[config.mk]
export PLATFORM = sky130hd
export DESIGN_NAME = msk9_relax_unit
export DESIGN_NICKNAME = d
export VERILOG_FILES = /design/src/hdl/msk9_pkg.sv /design/src/hdl/msk9_relax_unit.sv
export SDC_FILE = /design/constraint.sdc
export NUM_CORES = 2
export LEC_CHECK = 0
export BUFFER_PORTS_ARGS = -buffer_cell sky130_fd_sc_hd__buf_2
export CAP_MARGIN = 25
export CORE_UTILIZATION = 55
export DETAILED_ROUTE_END_ITERATION = 8
export HOLD_SLACK_MARGIN = 0.05
export PLACE_DENSITY = 0.78
export SETUP_SLACK_MARGIN = 0.02
export SYNTH_ARGS = -nofsm -noshare
export SYNTH_HDL_FRONTEND = slang
export SYNTH_SLANG_ARGS = --single-unit
[constraint.sdc]
create_clock -name clk -period 15.39 [get_ports clk]
set_clock_uncertainty 0.1 [all_clocks]
set_input_delay 2.3085 -clock clk [delete_from_list [all_inputs] [get_ports clk]]
set_output_delay 2.3085 -clock clk [all_outputs]
set_load 0.01 [all_outputs]
[src/hdl/msk9_pkg.sv]
// Shared types and constants for the masked nine-point relaxation sweep.
`timescale 1ns / 1ps
`default_nettype none
package msk9_pkg;

  localparam int unsigned POT_W      = 32;
  localparam int unsigned CELL_W     = POT_W + 1;  // potential plus fixed flag
  localparam int unsigned GAIN_W     = 16;
  localparam int unsigned THR_W      = 63;
  localparam int unsigned SIZE_CFG_W = 9;
  localparam int unsigned CFG_DATA_W = 63;
  localparam int unsigned CFG_IDX_W  = 2;
  localparam int unsigned COORD_W    = 8;
  localparam int unsigned SUM_W      = 64;
  // divide by 12*4096 = 3 << 14
  localparam int unsigned DIV_SHIFT  = 14;

  typedef enum logic [CFG_IDX_W-1:0] {
    REG_ROWS = 2'd0,
    REG_COLS = 2'd1,
    REG_GAIN = 2'd2,
    REG_THR  = 2'd3
  } cfg_reg_t;

  typedef logic [CELL_W-1:0] cell_t;

  typedef struct packed {
    logic signed [POT_W-1:0] potential;
    logic                    is_fixed;
  } in_item_t;

  typedef struct packed {
    logic [COORD_W-1:0]      cell_row;
    logic [COORD_W-1:0]      cell_col;
    logic signed [POT_W-1:0] new_potential;
    logic                    end_of_frame;
    logic                    converged;
  } out_item_t;

endpackage
`default_nettype wire

[src/hdl/msk9_relax_unit.sv]
// Multi-cycle over-relaxed update of one cell and its squared change.
`timescale 1ns / 1ps
`default_nettype none
module msk9_relax_unit (
  input  wire logic                                    clk,
  input  wire logic                                    rst_n,
  input  wire logic                                    start,
  input  wire logic [8:0][msk9_pkg::POT_W-1:0]         win,
  input  wire logic [msk9_pkg::GAIN_W-1:0]             gain,
  output logic                                         done,
  output logic signed [msk9_pkg::POT_W-1:0]            new_pot,
  output logic [msk9_pkg::SUM_W-1:0]                   sq_change
);
  import msk9_pkg::*;

  localparam int unsigned DW = 38;                 // stencil difference
  localparam int unsigned PW = GAIN_W + 1 + DW;    // gain times difference
  localparam int unsigned QW = 40;                 // quotient magnitude
  localparam int unsigned SW = 42;                 // phi plus change
  localparam int unsigned NSTEP = QW / 8;

  typedef enum logic [2:0] {
    R_IDLE, R_MUL, R_ABS, R_DIV, R_ADD, R_SQ
  } rstate_t;

  rstate_t                 state_r;
  logic signed [DW-1:0]    d_r;
  logic signed [POT_W-1:0] phi_r;
  logic [GAIN_W-1:0]       gain_r;
  logic signed [PW-1:0]    prod_r;
  logic                    neg_r;
  logic [QW-1:0]           num_r;
  logic [QW-1:0]           quo_r;
  logic [1:0]              rem_r;
  logic [2:0]              cnt_r;
  logic signed [POT_W-1:0] nv_r;
  logic [SUM_W-1:0]        sq_r;
  logic                    done_r;

  // stencil difference 2*edges + corners - 12*phi
  logic signed [DW-1:0] w_x [9];
  logic signed [DW-1:0] edges, corners, d_nxt;
  always_comb begin
    for (int i = 0; i < 9; i++) begin
      w_x[i] = {{(DW-POT_W){win[i][POT_W-1]}}, win[i]};
    end
    edges   = w_x[1] + w_x[7] + w_x[3] + w_x[5];
    corners = w_x[0] + w_x[2] + w_x[6] + w_x[8];
    d_nxt   = (edges <<< 1) + corners - (w_x[4] <<< 3) - (w_x[4] <<< 2);
  end

  // magnitude of the product, before the shift by 2^14
  logic [PW-1:0] mag;
  always_comb begin
    mag = prod_r[PW-1] ? PW'(-prod_r) : PW'(prod_r);
  end

  // eight radix-2 steps of divide by three per cycle
  logic [1:0] rem_nxt;
  logic [7:0] qbits;
  logic [2:0] t;
  always_comb begin
    rem_nxt = rem_r;
    qbits   = '0;
    t       = '0;
    for (int k = 0; k < 8; k++) begin
      t = {rem_nxt, num_r[QW-1-k]};
      if (t >= 3'd3) begin
        qbits[7-k] = 1'b1;
        rem_nxt    = 2'(t - 3'd3);
      end else begin
        rem_nxt    = t[1:0];
      end
    end
  end

  // truncated change added to phi, then saturated
  logic signed [SW-1:0] chg, sum_v;
  logic signed [POT_W-1:0] nv_nxt;
  always_comb begin
    chg   = neg_r ? -$signed({2'b00, quo_r}) : $signed({2'b00, quo_r});
    sum_v = {{(SW-POT_W){phi_r[POT_W-1]}}, phi_r} + chg;
    if (sum_v > SW'(64'sh7FFFFFFF)) begin
      nv_nxt = 32'sh7FFFFFFF;
    end else if (sum_v < -SW'(64'sh80000000)) begin
      nv_nxt = 32'sh80000000;
    end else begin
      nv_nxt = sum_v[POT_W-1:0];
    end
  end

  // squared change of the saturated result
  logic signed [POT_W:0] diff;
  logic [POT_W-1:0]      dmag;
  always_comb begin
    diff = {nv_r[POT_W-1], nv_r} - {phi_r[POT_W-1], phi_r};
    dmag = diff[POT_W] ? POT_W'(-diff) : POT_W'(diff);
  end

  // sequencer and datapath registers
  always_ff @(posedge clk) begin
    if (!rst_n) begin
      state_r <= R_IDLE;
      done_r  <= 1'b0;
      cnt_r   <= '0;
    end else begin
      done_r <= 1'b0;
      case (state_r)
        R_IDLE: begin
          if (start) begin
            d_r     <= d_nxt;
            phi_r   <= win[4];
            gain_r  <= gain;
            state_r <= R_MUL;
          end
        end
        R_MUL: begin
          prod_r  <= $signed({1'b0, gain_r}) * d_r;
          state_r <= R_ABS;
        end
        R_ABS: begin
          neg_r   <= prod_r[PW-1];
          num_r   <= mag[DIV_SHIFT +: QW];
          quo_r   <= '0;
          rem_r   <= '0;
          cnt_r   <= '0;
          state_r <= R_DIV;
        end
        R_DIV: begin
          num_r <= num_r << 8;
          quo_r <= {quo_r[QW-9:0], qbits};
          rem_r <= rem_nxt;
          cnt_r <= cnt_r + 3'd1;
          if (cnt_r == 3'(NSTEP - 1)) begin
            state_r <= R_ADD;
          end
        end
        R_ADD: begin
          nv_r    <= nv_nxt;
          state_r <= R_SQ;
        end
        R_SQ: begin
          sq_r    <= SUM_W'(dmag) * SUM_W'(dmag);
          done_r  <= 1'b1;
          state_r <= R_IDLE;
        end
        default: state_r <= R_IDLE;
      endcase
    end
  end

  assign done      = done_r;
  assign new_pot   = nv_r;
  assign sq_change = sq_r;

endmodule
`default_nettype wire

==> out/qor.csv <==
metric,value,unit
status,"complete, no violations",
CTS Hold Bufs,0,
startpoint class of the critical path,flip-flop,
PortBufs,402,
Mapped Avg Cell Area,9.55,sq um
Max Buffers Root-to-Sink,3,
share of cells above drive strength 1,7.75,%
Die Span X,371,microns
die area,138000,sq um
crit path capture type,flip-flop,
H-Tree Depth,2,
post-route ant nets,0,
Required @ worst endpoint,15.67,ns
Final Cycle Share,89.6,%
DRT Pass-1 Iters,6,
hold path start,cnt_r[1],
dominant cell type by area after synthesis,fa_1,
"Clk Latency, worst-skew pair",0.66,ns
total grt overflow,0,
Highest Clock Rate,72.5,MHz
stages on the worst setup path,40,
core area,135000,sq um
Worst Tran Pin Value,1.14,ns
Synth Cell Area,75000,sq um
ys async rst share,0,%
GRT Total Usage,31.9,%
reg2reg setup slack,1.60,ns
CTS tree,done,
syn_nets,10300,
Seq cells post-synth,326,
row count,135,
RePlAce Congestion,1.03,
slowest CP cell,clkinv_1,
Synth Warn #,0,
initial antenna violation count,18,
"Reg clk slew, reported paths",0.07,ns
Detailed Place HPWL,175000,microns
final setup TNS,0,ns
Cells after Synth,7855,
Die Y,371,microns
TritonCTS Sinks,326,
Clk Tree Root Cell,clkbuf_16,
Nets,10600,
initial cell density of the core,55.4,%
first-pass GRT wire length,336000,microns
P&R area growth vs syn,7.60,%
TritonCTS Buffers,42,
Pins Over Slew Limit,0,
largest net degree at the start of global routing,84,
CP max stage delay,0.84,ns
Crit Path Class,reg -> reg,
"Setup Fix Bufs, Post-CTS",0,
Hold Crit Class,reg -> reg,
most common cell in the synthesized netlist,inv_1,
max cap viols,0,
endpoints failing setup,0,
Final Hold Vio Count,0,
share of the synthesized area in the top cell type,42.8,%
vias per inst,5.56,
CP startpoint,new_pot[2],
Buf/Inv on CP,5,
Top Ports,404,
DR iter-0 viols,3711,
CP Max Fanout,25,
vias in the first global route,61200,
post-synthesis sequential area ratio,13.0,%
fillcell total,11400,
WL/cell,21.3,microns
Tmin final,13.79,ns
"delay-heaviest family, CP",compound AO/OA/AOI/OAI gates,
Netlist cell types,88,
"EDFF count, synth",319,
FF-to-FF path depth,40,
Reg-to-Reg End,sq_change[62],
top area cells in the synthesized netlist,"fa_1, edfxtp_1, inv_1",
"most used cell, CP",fa_1,
RSZ-0062 raised after global routing,false,
worst r2r src,new_pot[2],
"Top FF cell, synth",edfxtp_1,
Synth top cells by count,"inv_1, fa_1, nand2_1, ha_1, nor2_1",
final wirelength,212000,microns
CP endpoint,sq_change[62],
CP Data Arrival Time,14.07,ns
Resized cells post-CTS,0,
# DRC,0,
Slew headroom,24.0,%
Vias,55400,
==> how the worst min path moves through the flow <==
| stage | cells after the start | end | slack (ns) |
|---|---|---|---|
| CTS | 2 | cnt_r[1] | 0.39 |
| global route | 2 | num_r[14] | 0.43 |
| global placement | 2 | cnt_r[1] | 0.37 |
| floorplan | 2 | cnt_r[1] | 0.36 |
| finish | 2 | cnt_r[1] | 0.38 |
| detailed placement | 2 | cnt_r[1] | 0.38 |
==> layout by cell type (no fill, tap or decap), types with 20 or more instances in the layout <==
cell type  count
inv_1       1908
nand2_1      819
a21oi_1      277
nand2b_1      38
o21ai_0      173
buf_2        402
and2_1       238
xnor2_1      213
nand3_1       54
and3_1        58
buf_4         88
nor3_1        37
nor2_1       452
nand4_1       24
nor2b_1       46
xor2_1       156
a21o_1       168
edfxtp_1     319
o31ai_1       33
o21bai_1      38
a211oi_1      20
ha_1         571
clkbuf_16     44
fa_1        1605
o21a_1        33
a31oi_1       23
==> routing by layer <==
metal,routed length [microns],part of all wire (%),GRT usage (%)
met1,79600,37,38.7
met2,102000,48,53.8
met3,19000,9.0,7.46
met4,11500,5.4,14.8
met5,27,0.013,0
==> layout make-up <==
class / instances / area (sq um) / share of cell area (%)
Antenna cell: 10 / 25.0 / 0.0310
Clock buffer: 51 / 1140 / 1.41
Clock inverter: 26 / 368 / 0.456
Inverter: 1921 / 7210 / 8.93
Multi-Input combinational cell: 5366 / 57300 / 70.9
Sequential cell: 326 / 9720 / 12.0
Tap cell: 1781 / 2230 / 2.76
Timing Repair Buffer: 494 / 2780 / 3.45
==> per-stage QoR <==
step | std cells | area, sq um | hold WS, ns | setup WS [ns] | util [%]
2_1_floorplan | 7855 | 75000 | 0.358 | 3.26 | -
3_3_place_gp | 9884 | 79100 | 0.374 | 2.10 | 58.4
3_5_place_dp | 9885 | 79100 | 0.385 | 1.69 | 58.4
4_1_cts | 9962 | 80600 | 0.393 | 1.65 | 59.5
5_1_grt | 9972 | 80700 | 0.431 | 0.847 | 59.6
6_report | 9975 | 80700 | 0.384 | 1.60 | 59.6
==> cell families (layout without fill, tap and decap cells) <==
family,Yosys count,in the layout,synth area share [%]
muxes,14,14,0.193
AOI/OAI and AO/OA,908,908,7.69
DFF,326,326,13.0
adders and majority gates,2176,2176,52.3
buffers and inverters,2163,2492,10.8
other,1,11,0.00500
xor gates and xnor gates,376,376,4.39
and+or+nand+nor,1891,1891,11.6
==> state kept, by name, indices dropped and copies added (netlist names) <==
register / count
new_pot: 32
d_r: 38
cnt_r: 3
quo_r: 40
num_r: 40
prod_r: 55
state_r: 3
phi_r: 32
gain_r: 16
neg_r: 1
done: 1
rem_r: 2
sq_change: 63
==> tightest hold or removal path, stage by stage (launching register included) <==
cell,delay (ns)
dfxtp_1,0.32
nand2_1,0.05
a21boi_0,0.06
Power is left out: the tool's default activity adds up to more than one toggle a clock period on the data nets, which glitch-free logic cannot reach.
